File: src/rtl/core/totp_pkg.sv
// Shared types, constants and helper functions for the one-time code verifier.
`default_nettype none
package totp_pkg;

  localparam int unsigned MaxWindow = 15;

  localparam logic [159:0] Sha1Iv =
    160'h67452301_EFCDAB89_98BADCFE_10325476_C3D2E1F0;

  // Message length in bits of the inner (72-byte) and outer (84-byte) hash inputs.
  localparam logic [63:0] InnerLenBits = 64'd576;
  localparam logic [63:0] OuterLenBits = 64'd672;

  localparam logic [2:0] RegKeyHigh = 3'd0;
  localparam logic [2:0] RegKeyMid  = 3'd1;
  localparam logic [2:0] RegKeyLow  = 3'd2;
  localparam logic [2:0] RegDigits  = 3'd3;
  localparam logic [2:0] RegWindow  = 3'd4;
  localparam logic [2:0] RegOffset  = 3'd5;

  // Which of the four compressions of one HMAC is running.
  localparam logic [1:0] BlkInnerKey = 2'd0;
  localparam logic [1:0] BlkInnerMsg = 2'd1;
  localparam logic [1:0] BlkOuterKey = 2'd2;
  localparam logic [1:0] BlkOuterMsg = 2'd3;

  typedef enum logic [2:0] {
    StIdle,
    StHashGo,
    StHashRun,
    StModGo,
    StModRun,
    StCheck,
    StReport
  } state_e;

  typedef struct packed {
    logic load;
    logic sha_start;
    logic sha_capture;
    logic mod_start;
    logic next_shift;
    logic result_set;
  } cmd_t;

  typedef struct packed {
    logic sha_done;
    logic last_blk;
    logic mod_done;
    logic match;
    logic last_shift;
  } sts_t;

  function automatic logic [29:0] pow10(input logic [3:0] d);
    logic [29:0] r;
    case (d)
      4'd0:    r = 30'd1;
      4'd1:    r = 30'd10;
      4'd2:    r = 30'd100;
      4'd3:    r = 30'd1000;
      4'd4:    r = 30'd10000;
      4'd5:    r = 30'd100000;
      4'd6:    r = 30'd1000000;
      4'd7:    r = 30'd10000000;
      4'd8:    r = 30'd100000000;
      4'd9:    r = 30'd1000000000;
      default: r = 30'd1;
    endcase
    return r;
  endfunction

endpackage
`default_nettype wire

File: src/rtl/core/totp_sha1.sv
// SHA-1 compression unit: one round per cycle, 80 rounds per 512-bit block.
`default_nettype none
module totp_sha1 import totp_pkg::*; (
  input  wire logic         clk_i,
  input  wire logic         rst_ni,
  input  wire logic         start_i,
  input  wire logic [159:0] h_i,
  input  wire logic [511:0] blk_i,
  output logic              busy_o,
  output logic [159:0]      digest_o
);

  logic [159:0] h_q;
  logic [31:0]  a_q, b_q, c_q, d_q, e_q;
  logic [31:0]  w_q [16];
  logic [6:0]   rnd_q;
  logic         busy_q;

  logic [31:0] f, k, t, w_new, x;

  always_comb begin
    if (rnd_q inside {[7'd0:7'd19]}) begin
      f = (b_q & c_q) | (~b_q & d_q);
      k = 32'h5A827999;
    end else if (rnd_q inside {[7'd20:7'd39]}) begin
      f = b_q ^ c_q ^ d_q;
      k = 32'h6ED9EBA1;
    end else if (rnd_q inside {[7'd40:7'd59]}) begin
      f = (b_q & c_q) | (b_q & d_q) | (c_q & d_q);
      k = 32'h8F1BBCDC;
    end else begin
      f = b_q ^ c_q ^ d_q;
      k = 32'hCA62C1D6;
    end
    t = {a_q[26:0], a_q[31:27]} + f + e_q + k + w_q[0];
    // Schedule taps sit at t-3, t-8, t-14 and t-16 relative to the word being formed.
    x = w_q[13] ^ w_q[8] ^ w_q[2] ^ w_q[0];
    w_new = {x[30:0], x[31]};
  end

  always_ff @(posedge clk_i or negedge rst_ni) begin
    if (!rst_ni) begin
      busy_q <= 1'b0;
      rnd_q  <= '0;
    end else if (start_i) begin
      busy_q <= 1'b1;
      rnd_q  <= '0;
    end else if (busy_q) begin
      rnd_q <= rnd_q + 7'd1;
      if (rnd_q == 7'd79) begin
        busy_q <= 1'b0;
      end
    end
  end

  always_ff @(posedge clk_i) begin
    if (start_i) begin
      h_q <= h_i;
      a_q <= h_i[159:128];
      b_q <= h_i[127:96];
      c_q <= h_i[95:64];
      d_q <= h_i[63:32];
      e_q <= h_i[31:0];
      for (int i = 0; i < 16; i++) begin
        w_q[i] <= blk_i[511 - 32*i -: 32];
      end
    end else if (busy_q) begin
      e_q <= d_q;
      d_q <= c_q;
      c_q <= {b_q[1:0], b_q[31:2]};
      b_q <= a_q;
      a_q <= t;
      for (int i = 0; i < 15; i++) begin
        w_q[i] <= w_q[i+1];
      end
      w_q[15] <= w_new;
    end
  end

  assign busy_o   = busy_q;
  assign digest_o = {h_q[159:128] + a_q, h_q[127:96] + b_q, h_q[95:64] + c_q,
                     h_q[63:32] + d_q, h_q[31:0] + e_q};

endmodule
`default_nettype wire

File: src/rtl/core/totp_dp.sv
// Datapath: configuration registers, HMAC block assembly, truncation, reduction, compare.
`default_nettype none
module totp_dp import totp_pkg::*; (
  input  wire logic        clk_i,
  input  wire logic        rst_ni,
  input  wire logic        cfg_we_i,
  input  wire logic [2:0]  cfg_index_i,
  input  wire logic [63:0] cfg_data_i,
  input  wire logic [30:0] minute_count_i,
  input  wire logic [29:0] claimed_code_i,
  input  wire cmd_t        cmd_i,
  output sts_t             sts_o,
  output logic             code_matches_o
);

  logic [63:0] key_high_q, key_mid_q;
  logic [31:0] key_low_q;
  logic [3:0]  digits_q, window_q;
  logic [15:0] offset_q;

  logic [29:0]  claimed_q;
  logic [31:0]  ctr_q;
  logic [4:0]   sidx_q;
  logic [1:0]   blk_q;
  logic [159:0] hst_q, inner_q;
  logic [30:0]  rem_q;
  logic [59:0]  dsr_q;
  logic [4:0]   mcnt_q;
  logic         mbusy_q;

  logic [159:0] key, h_in, digest;
  logic [511:0] blk;
  logic         sha_busy;
  logic [3:0]   off;
  logic [30:0]  trunc;
  logic [31:0]  ctr_start;
  logic         rem_match;

  always_ff @(posedge clk_i or negedge rst_ni) begin
    if (!rst_ni) begin
      key_high_q <= '0;
      key_mid_q  <= '0;
      key_low_q  <= '0;
      digits_q   <= 4'd6;
      window_q   <= 4'd1;
      offset_q   <= '0;
    end else if (cfg_we_i) begin
      case (cfg_index_i)
        RegKeyHigh: key_high_q <= cfg_data_i;
        RegKeyMid:  key_mid_q  <= cfg_data_i;
        RegKeyLow:  key_low_q  <= cfg_data_i[31:0];
        RegDigits:  digits_q   <= cfg_data_i[3:0];
        RegWindow:  window_q   <= cfg_data_i[3:0];
        RegOffset:  offset_q   <= cfg_data_i[15:0];
        default: ;
      endcase
    end
  end

  assign key = {key_high_q, key_mid_q, key_low_q};

  always_comb begin
    case (blk_q)
      BlkInnerKey: blk = {key ^ {20{8'h36}}, {44{8'h36}}};
      BlkInnerMsg: blk = {{32{ctr_q[31]}}, ctr_q, 32'h8000_0000, 352'b0, InnerLenBits};
      BlkOuterKey: blk = {key ^ {20{8'h5C}}, {44{8'h5C}}};
      default:     blk = {inner_q, 32'h8000_0000, 256'b0, OuterLenBits};
    endcase
    h_in = (blk_q == BlkInnerKey || blk_q == BlkOuterKey) ? Sha1Iv : hst_q;
  end

  totp_sha1 u_sha1 (
    .clk_i    (clk_i),
    .rst_ni   (rst_ni),
    .start_i  (cmd_i.sha_start),
    .h_i      (h_in),
    .blk_i    (blk),
    .busy_o   (sha_busy),
    .digest_o (digest)
  );

  // Dynamic truncation: the low nibble of the last MAC byte picks a 4-byte window,
  // whose top bit is dropped.
  assign off   = hst_q[3:0];
  assign trunc = hst_q[(8'd158 - {1'b0, off, 3'b000}) -: 31];

  assign ctr_start = {1'b0, minute_count_i} + {{16{offset_q[15]}}, offset_q}
                     - {28'b0, window_q};

  always_ff @(posedge clk_i) begin
    if (cmd_i.load) begin
      claimed_q <= claimed_code_i;
      ctr_q     <= ctr_start;
      sidx_q    <= '0;
      blk_q     <= BlkInnerKey;
    end else if (cmd_i.next_shift) begin
      ctr_q  <= ctr_q + 32'd1;
      sidx_q <= sidx_q + 5'd1;
    end else if (cmd_i.sha_capture) begin
      blk_q <= blk_q + 2'd1;
      if (blk_q == BlkInnerMsg) begin
        inner_q <= digest;
      end else begin
        hst_q <= digest;
      end
    end
    if (cmd_i.mod_start) begin
      rem_q  <= trunc;
      dsr_q  <= {pow10(digits_q), 30'b0};
      mcnt_q <= 5'd30;
    end else if (mbusy_q) begin
      if ({29'b0, rem_q} >= dsr_q) begin
        rem_q <= rem_q - dsr_q[30:0];
      end
      dsr_q  <= {1'b0, dsr_q[59:1]};
      mcnt_q <= mcnt_q - 5'd1;
    end
    if (cmd_i.result_set) begin
      code_matches_o <= sts_o.match;
    end
  end

  always_ff @(posedge clk_i or negedge rst_ni) begin
    if (!rst_ni) begin
      mbusy_q <= 1'b0;
    end else if (cmd_i.mod_start) begin
      // Moduli above nine digits exceed any 31-bit value, so no reduction is needed.
      mbusy_q <= (digits_q <= 4'd9);
    end else if (mbusy_q && mcnt_q == 5'd0) begin
      mbusy_q <= 1'b0;
    end
  end

  assign rem_match = (rem_q == {1'b0, claimed_q});

  assign sts_o.sha_done   = !sha_busy;
  assign sts_o.last_blk   = (blk_q == BlkOuterMsg);
  assign sts_o.mod_done   = !mbusy_q;
  assign sts_o.match      = rem_match;
  assign sts_o.last_shift = (sidx_q == {window_q, 1'b0});

endmodule
`default_nettype wire

File: src/rtl/core/totp_ctrl.sv
// Controller: sequences the four compressions, reduction and compare for each shift.
`default_nettype none
module totp_ctrl import totp_pkg::*; (
  input  wire logic clk_i,
  input  wire logic rst_ni,
  input  wire logic in_valid_i,
  output logic      in_ready_o,
  output logic      out_valid_o,
  input  wire logic out_ready_i,
  input  wire sts_t sts_i,
  output cmd_t      cmd_o
);

  state_e state_q, state_d;
  logic   out_valid_q, out_valid_d;
  logic   slot_free;

  assign slot_free = !out_valid_q || out_ready_i;

  always_comb begin
    state_d = state_q;
    case (state_q)
      StIdle:    if (in_valid_i) state_d = StHashGo;
      StHashGo:  state_d = StHashRun;
      StHashRun: begin
        if (sts_i.sha_done) state_d = sts_i.last_blk ? StModGo : StHashGo;
      end
      StModGo:   state_d = StModRun;
      StModRun:  if (sts_i.mod_done) state_d = StCheck;
      StCheck: begin
        state_d = (sts_i.match || sts_i.last_shift) ? StReport : StHashGo;
      end
      StReport:  if (slot_free) state_d = StIdle;
      default:   state_d = StIdle;
    endcase
  end

  always_comb begin
    cmd_o       = '0;
    in_ready_o  = 1'b0;
    out_valid_d = out_valid_q && !out_ready_i;
    case (state_q)
      StIdle: begin
        in_ready_o = 1'b1;
        cmd_o.load = in_valid_i;
      end
      StHashGo:  cmd_o.sha_start = 1'b1;
      StHashRun: cmd_o.sha_capture = sts_i.sha_done;
      StModGo:   cmd_o.mod_start = 1'b1;
      StCheck:   cmd_o.next_shift = !(sts_i.match || sts_i.last_shift);
      StReport: begin
        if (slot_free) begin
          cmd_o.result_set = 1'b1;
          out_valid_d      = 1'b1;
        end
      end
      default: ;
    endcase
  end

  always_ff @(posedge clk_i or negedge rst_ni) begin
    if (!rst_ni) begin
      state_q     <= StIdle;
      out_valid_q <= 1'b0;
    end else begin
      state_q     <= state_d;
      out_valid_q <= out_valid_d;
    end
  end

  assign out_valid_o = out_valid_q;

endmodule
`default_nettype wire

File: src/rtl/core/totp_window_verify.sv
// Top level of the time-based one-time code verifier.
// Each transfer on the input channel carries a minute count and a claimed code; the block
// tries shifts from -drift_window to +drift_window around minute_count + user_offset, each
// an HMAC-SHA1 of four SHA-1 compressions on one shared round unit, each compression with
// its own start and capture, then a shift-subtract reduction modulo ten to the code_digits
// (skipped when code_digits is above nine, since no reduction is needed). The search stops
// at the first match. Items are handled one at a time; a result waits in an output register
// while the next item may already be taken. Configuration writes are always accepted and
// must be made only while the block is idle.
`default_nettype none
module totp_window_verify import totp_pkg::*; (
  input  wire logic        clk_i,
  input  wire logic        rst_ni,
  input  wire logic        cfg_valid_i,
  output logic             cfg_ready_o,
  input  wire logic [2:0]  cfg_index_i,
  input  wire logic [63:0] cfg_data_i,
  input  wire logic        in_valid_i,
  output logic             in_ready_o,
  input  wire logic [30:0] minute_count_i,
  input  wire logic [29:0] claimed_code_i,
  output logic             out_valid_o,
  input  wire logic        out_ready_i,
  output logic             code_matches_o
);

  cmd_t cmd;
  sts_t sts;

  assign cfg_ready_o = 1'b1;

  totp_ctrl u_ctrl (
    .clk_i       (clk_i),
    .rst_ni      (rst_ni),
    .in_valid_i  (in_valid_i),
    .in_ready_o  (in_ready_o),
    .out_valid_o (out_valid_o),
    .out_ready_i (out_ready_i),
    .sts_i       (sts),
    .cmd_o       (cmd)
  );

  totp_dp u_dp (
    .clk_i          (clk_i),
    .rst_ni         (rst_ni),
    .cfg_we_i       (cfg_valid_i),
    .cfg_index_i    (cfg_index_i),
    .cfg_data_i     (cfg_data_i),
    .minute_count_i (minute_count_i),
    .claimed_code_i (claimed_code_i),
    .cmd_i          (cmd),
    .sts_o          (sts),
    .code_matches_o (code_matches_o)
  );

endmodule
`default_nettype wire
File: config.mk
export PLATFORM = sky130hd
export DESIGN_NAME = totp_window_verify
export DESIGN_NICKNAME = d
export VERILOG_FILES = /design/src/rtl/core/totp_pkg.sv /design/src/rtl/core/totp_sha1.sv /design/src/rtl/core/totp_dp.sv /design/src/rtl/core/totp_ctrl.sv /design/src/rtl/core/totp_window_verify.sv
export SDC_FILE = /design/constraint.sdc
export NUM_CORES = 2
export LEC_CHECK = 0
export BUFFER_PORTS_ARGS = -buffer_cell sky130_fd_sc_hd__buf_2
export CORE_MARGIN = 10
export CORE_UTILIZATION = 45
export CTS_BUF_LIST = sky130_fd_sc_hd__clkbuf_8
export CTS_CLUSTER_DIAMETER = 150
export CTS_CLUSTER_SIZE = 28
export DETAILED_ROUTE_END_ITERATION = 7
export GPL_TIMING_DRIVEN = 0
export PLACE_DENSITY = 0.71
export SLEW_MARGIN = 5
export SYNTH_ARGS = -nofsm -noshare
export SYNTH_HDL_FRONTEND = slang
export SYNTH_SLANG_ARGS = --single-unit
File: constraint.sdc
create_clock -name clk_i -period 19.8 [get_ports clk_i]
set_input_delay 3.96 -clock clk_i [delete_from_list [all_inputs] [get_ports clk_i]]
set_output_delay 3.96 -clock clk_i [all_outputs]
set_load 0.03 [all_outputs]
; ---- Word level (Yosys, flattened, before mapping)
; Memories as Yosys holds them, arrays and structs flattened.
; Index checks and enable logic that the tools add are counted.
[word_totals]
register_bits = 1003
ram_bits = 512
rom_bits = 480
word_cells = 214
memories = 2
[classes]
addsub = 18
order_cmp = 8
n_eq_ne = 21
n_shift = 1
mux = 70
bitwise_logic = 34
reduce_logical = 32
[memory_table]
columns = memory, words, width, read_ports, rd_ports_with_merged_regs, wr, line_no
row1 = u_dp.u_sha1.w_q, 16, 32, 16, 0, 16, totp_sha1.sv:15  ; logic [31:0] w_q [16];
row2 = (name not given), 16, 30, 1, 0, 0, totp_pkg.sv:56  ; case (d)
[op_table]
columns = cell, n
row1 = $pmux 512 s3, 1
row2 = $mux 32, 33
row3 = $add 32x32->32, 9
row4 = $shiftx 190x9->31, 1
row5 = $mux 160, 1
row6 = $not 80->80, 2
row7 = $xor 32x32->32, 5
row8 = $and 32x32->32, 4
row9 = $mux 31, 4
row10 = $mux 60, 2
row11 = $or 32x32->32, 3
row12 = $ge 31x60->1, 1
row13 = $add 31x32->32, 1
row14 = $add 32x1->32 const B, 1
row15 = $not 32->32, 1
row16 = $sub 32x4->32, 1
row17 = $eq 31x30->1, 1
row18 = $sub 31x31->31, 1
row19 = $pmux 3 s7, 1
row20 = $mux 1, 20
row21 = $or 1x1->1, 16
row22 = $reduce_and 2->1, 8
row23 = $eq 3x3->1 const B, 5
row24 = $mux 3, 5
row25 = other kinds (30), 57

; ---- Logic depth before layout (Yosys ltp)
[logic_depth]
depth_word = 12
mapped_depth = 26

; ---- Modules after synthesis
; Synthesis repeated with hierarchy kept, for this count alone.
[unflattened]
hier_cells = 6901
hier_area_um2 = 84149.5
[by_module_without_submodules]
columns = module, instances, cells_per_inst, area_per_inst_um2
row1 = totp_sha1, 1, 3647, 47282.8
row2 = totp_dp, 1, 3222, 36595.1
row3 = totp_ctrl, 1, 30, 260.2
row4 = totp_window_verify, 1, 2, 11.3

; ---- Worst setup path after synthesis
; Ideal clock, no wire load.
[synth_timing]
kind = reg2reg
startpoint = reg u_dp.u_sha1.busy_q, in the netlist u_dp.u_sha1.busy_o
endpoint = reg u_dp.u_sha1.a_q[0] (enable)
setup_time_ns = 1.163
t_arrival_ns = 16.666
required_time_ns = 18.637
setup_slack_ns = 1.971
stages_incl_launch_ff = 3
path_buffers = 1
cell_sequence = dfrtp_1 > clkbuf_1 > nand2b_1
[synth_between]
elab_chain_cells = 1
[synth_lines]
columns = element, line_no
row1 = from (decl), totp_sha1.sv:17  ; logic busy_q;
row2 = from (signal assigned), totp_sha1.sv:43  ; busy_q <= 1'b0;
row3 = from (signal assigned), totp_sha1.sv:46  ; busy_q <= 1'b1;
row4 = from (signal assigned), totp_sha1.sv:51  ; busy_q <= 1'b0;
row5 = $reduce_bool 2->1 (no source line), n/a
row6 = to (signal assigned), totp_sha1.sv:59  ; a_q <= h_i[159:128];
row7 = to (signal assigned), totp_sha1.sv:72  ; a_q <= t;
row8 = to (decl), totp_sha1.sv:14  ; logic [31:0] a_q, b_q, c_q, d_q, e_q;
; Every way passes these cells.
; A chain may end at the register's enable or synchronous reset.

; ---- Final worst setup path
[layout_timing]
startpoint = reg u_dp.u_sha1.rnd_q[0]
endpoint = reg u_dp.u_sha1.a_q[27], data pin
[layout_between]
elab_chain_cells = 11
word_cells_on_any_way = 21
[layout_lines]
columns = element, line_no
row1 = from (decl), totp_sha1.sv:16  ; logic [6:0] rnd_q;
row2 = from (signal assigned), totp_sha1.sv:49  ; rnd_q <= rnd_q + 7'd1;
row3 = $ge 7x6->1 / $le 7x6->1 (equally long branches), totp_sha1.sv:28  ; end else if (rnd_q inside {[7'd40:7'd59]}) begin
row4 = $logic_and 1x1->1, totp_sha1.sv:28
row5 = $mux 32, totp_sha1.sv:28
row6 = $mux 32, totp_sha1.sv:25  ; end else if (rnd_q inside {[7'd20:7'd39]}) begin
row7 = $mux 32, totp_sha1.sv:22  ; if (rnd_q inside {[7'd0:7'd19]}) begin
row8 = $add 32x32->32 (2 in series), totp_sha1.sv:35  ; t = {a_q[26:0], a_q[31:27]} + f + e_q + k + w_q[0];
row9 = $add 32x32->32 * (2 in series), totp_sha1.sv:35
row10 = $mux 32 *, totp_sha1.sv:67  ; end else if (busy_q) begin
row11 = $mux 32 *, totp_sha1.sv:57  ; if (start_i) begin
; Mark *: on every way between the ends. The rest lies on a longest branch, timed or not. The select of a mux whose other input is x is not followed.

==> qor.csv <==
stage,metric,value,unit
route,DRT Wirelength,341,mm
timing,Rel. slew slack,-10.3,%
hold_path,hold path start,u_dp.offset_q[15],
setup_path,CP Class,reg2reg,
cts,post-CTS setup buffers,0,
finish,Nets,7894,
timing,final setup violating endpoints,0,
placed_design,hpwl dp,276,mm
floorplanning,Die Height,446,um
setup_path,R2R depth,25,
route,met2 wire length,145,mm
global_route,largest net degree at the start of global routing,102,
route,met1 wire length,133,mm
synthesis,Yosys cell types,100,
timing,maximum clock frequency,116,MHz
setup_path,most frequent CP cell,inv_1,
synthesis,average size of a mapped cell,11.5,um^2
synthesis,Synth top area share,46.9,%
floorplanning,initial core utilization,45.2,%
route,via/cell ratio,6.29,
timing,Max Slew Vio Count,15,
cts,clock sinks,1515,
route,max layer used,met5,
finish,layout cells sized above 1,8.11,%
synthesis,sequential fraction of the synthesis area,54.0,%
cts,clk root buf,clkbuf_8,
setup_path,"Slowest-stage cell, CP",clkbuf_1,
cts,total CTS buffers,60,
hold_path,hold crit path type,reg2reg,
synthesis,"top cells by area, synth","edfxtp_1 47%, dfrtp_1 5.9%, ha_1 4.6%",
setup_path,worst r2r dst,u_dp.u_sha1.a_q[27],
timing,Clock Skew,0.0730,ns
cts,CTS H-tree depth,2,
floorplanning,Die Width,446,um
timing,final hold viol count,0,
setup_path,CP max FO,10,
route,Routed WL per cell,34.9,um
global_route,first-pass GRT wire length,462,mm
cts,hold_buf cts,0,
synthesis,synth warn,0,
floorplanning,CORE AREA,181000,um^2
placed_design,Buffers on Ports,134,
synthesis,"Primary FF master, synth",edfxtp_1,
timing,Setup WS post-layout,11.16,ns
run_status,failing checks,"capacitance limit, slew limit",
setup_path,"Data required, critical path",20.50,ns
finish,Final Non-Filler Cells,9770,
setup_path,Worst EP arrival,9.34,ns
route,ANT nets after route,0,
global_route,grt ovf,0,
route,DR iter-0 viols,9300,
route,drt drc,0,
synthesis,largest area contributor in the netlist,edfxtp_1,
cts,PostCTS Resize Cnt,0,
placed_design,Setup WS pre-CTS,11.60,ns
setup_path,worst r2r src,u_dp.u_sha1.rnd_q[0],
timing,RSZ-0062 raised after global routing,false,
timing,Slew @ Worst Pin,1.65,ns
timing,final worst-path cycle share,43.6,%
cts,Worst-path clk slew,0.17,ns
cts,CTS tree,yes,
cts,insertion delay to the later sink of the worst-skew pair,0.98,ns
flow_run,max_cap viols,3,
synthesis,number of enable flip-flop cells after synthesis,1276,
route,TritonRoute pass-1 iters,8,
synthesis,post-synthesis cell count,7104,
finish,Layout area overhead,6.91,%
route,WL met3,40.1,mm
floorplanning,FP Rows,156,
global_route,initial antenna violation count,55,
hold_path,worst-case hold path end point,u_dp.offset_q[15],
timing,Final Critical Period,8.64,ns
synthesis,Synth Cell Area,81700,um^2
synthesis,Post-synth ARST share,13.0,%
cts,clk buf depth,3,
synthesis,most frequent cells after synthesis,"1276 x edfxtp_1, 707 x nand2_1, 516 x inv_1",
setup_path,Reg2Reg Setup Slack,11.16,ns
setup_path,Worst setup SP type,flip-flop,
floorplanning,# IOs,137,
floorplanning,Die Area,199000,um^2
synthesis,Yosys reg bits,1515,
placed_design,routability cong.,1.12,
synthesis,Synth Net Count,7667,
setup_path,CP max stage delay,0.86,ns
placed_design,Cells after DPL,9638,
synthesis,most common cell in the netlist,edfxtp_1,
route,via count,61500,
global_route,GRT Overall Usage,33.3,%
finish,Fillers,16300,
run_status,outcome,"complete, but fails checks",
setup_path,nature of the critical path endpoint,flip-flop,
global_route,vias in the first global route,57800,
hold_path,worst hold stages,1,
==> final cells by class <==
class	instances	area, um^2	share of cell area [%]
multi-input combinational	4703	34300	39.3
antenna	18	45.0	0.0516
clock buffer	60	826	0.946
tap	2370	2970	3.40
inverter	518	1940	2.23
timing repair buffer	165	1390	1.59
clock inverter	53	309	0.354
sequential	1515	44100	50.5
buffer	368	1420	1.63
==> layout by cell type, fill, tap and decap left out, drive strengths merged, types with 30 or more instances in the layout <==
cell type	netlist	layout
edfxtp	1276	1276
nand2	707	707
inv	516	567
nor2	484	484
a21oi	394	394
clkbuf	314	374
o21ai	359	359
ha	300	300
a21o	268	268
mux2i	263	263
xnor2	246	246
mux2	239	239
buf	54	219
dfrtp	194	194
xor2	142	142
and2	136	136
fa	130	130
or3	95	95
nand3	75	75
nor3	70	70
and3	61	61
a221oi	60	60
a211oi	58	58
nor2b	53	53
o21a	42	42
dfxtp	42	42
o22ai	41	41
mux4	39	39
nand4	38	38
nand2b	33	33
a221o	30	30
a31oi	30	30
==> cell families (layout without fill, tap and decap cells) <==
kind of cell | Yosys count | count (layout) | share of synthesized area, %
AND/OR/NAND/NOR | 1831 | 1831 | 10.3
flip-flops | 1515 | 1515 | 54.0
AO/OA/AOI/OAI | 1512 | 1512 | 12.0
buffers and inverters | 886 | 1164 | 4.11
multiplexers | 541 | 541 | 7.60
adder cells (fa/ha/maj) | 430 | 430 | 7.78
XOR/XNOR | 388 | 388 | 4.16
other | 1 | 19 | 0.00459
==> worst max path at each step <==
stage	start	end	cells after the start
global placement	u_dp.u_sha1.busy_o	u_dp.u_sha1.w_q[0][98]	2
CTS	u_dp.u_sha1.rnd_q[3]	u_dp.u_sha1.a_q[31]	25
detailed placement	u_dp.u_sha1.rnd_q[3]	u_dp.u_sha1.a_q[31]	25
global route	u_dp.u_sha1.rnd_q[0]	u_dp.u_sha1.a_q[31]	25
finish	u_dp.u_sha1.rnd_q[0]	u_dp.u_sha1.a_q[27]	25
floorplan	u_dp.u_sha1.busy_o	u_dp.u_sha1.a_q[0]	2
==> flip-flops by register name, summed over array words and instances (netlist names), 60 cells and up <==
register / cells
u_dp.u_sha1.h_q: 160
u_dp.dsr_q: 60
u_dp.key_high_q: 64
u_dp.u_sha1.w_q: 512
u_dp.inner_q: 160
u_dp.hst_q: 160
u_dp.key_mid_q: 64
==> stage by stage <==
| stage | TNS, ns | area [um^2] | util [%] | hold WS [ns] |
|---|---|---|---|---|
| 3_3_place_gp | -4308.33 | 85300 | 47.2 | 0.469 |
| 2_1_floorplan | 0 | 81700 | - | 0.455 |
| 5_1_grt | 0 | 87300 | 48.3 | 0.543 |
| 6_report | 0 | 87300 | 48.4 | 0.526 |
| 3_5_place_dp | 0 | 86000 | 47.7 | 0.490 |
| 4_1_cts | 0 | 87200 | 48.3 | 0.516 |
==> critical path: cells and delay by family (launching register included) <==
family,cells,cell delay (ns)
AO/OA/AOI/OAI,7,1.25
flip-flops,1,0.46
adder cells (fa/ha/maj),5,2.15
AND/OR/NAND/NOR,5,1.84
XOR/XNOR,1,0.29
buffers and inverters,7,2.36
==> routing by layer <==
layer | up-vias | global-route usage (%)
met5 | - | 0
met4 | 12 | 18.0
met3 | 619 | 9.03
met2 | 3663 | 49.1
met1 | 31200 | 44.5
li1 | 25900 | -
Power is not shown: default switching activity piles up to over one toggle a cycle in this logic, so the estimate is an artifact.
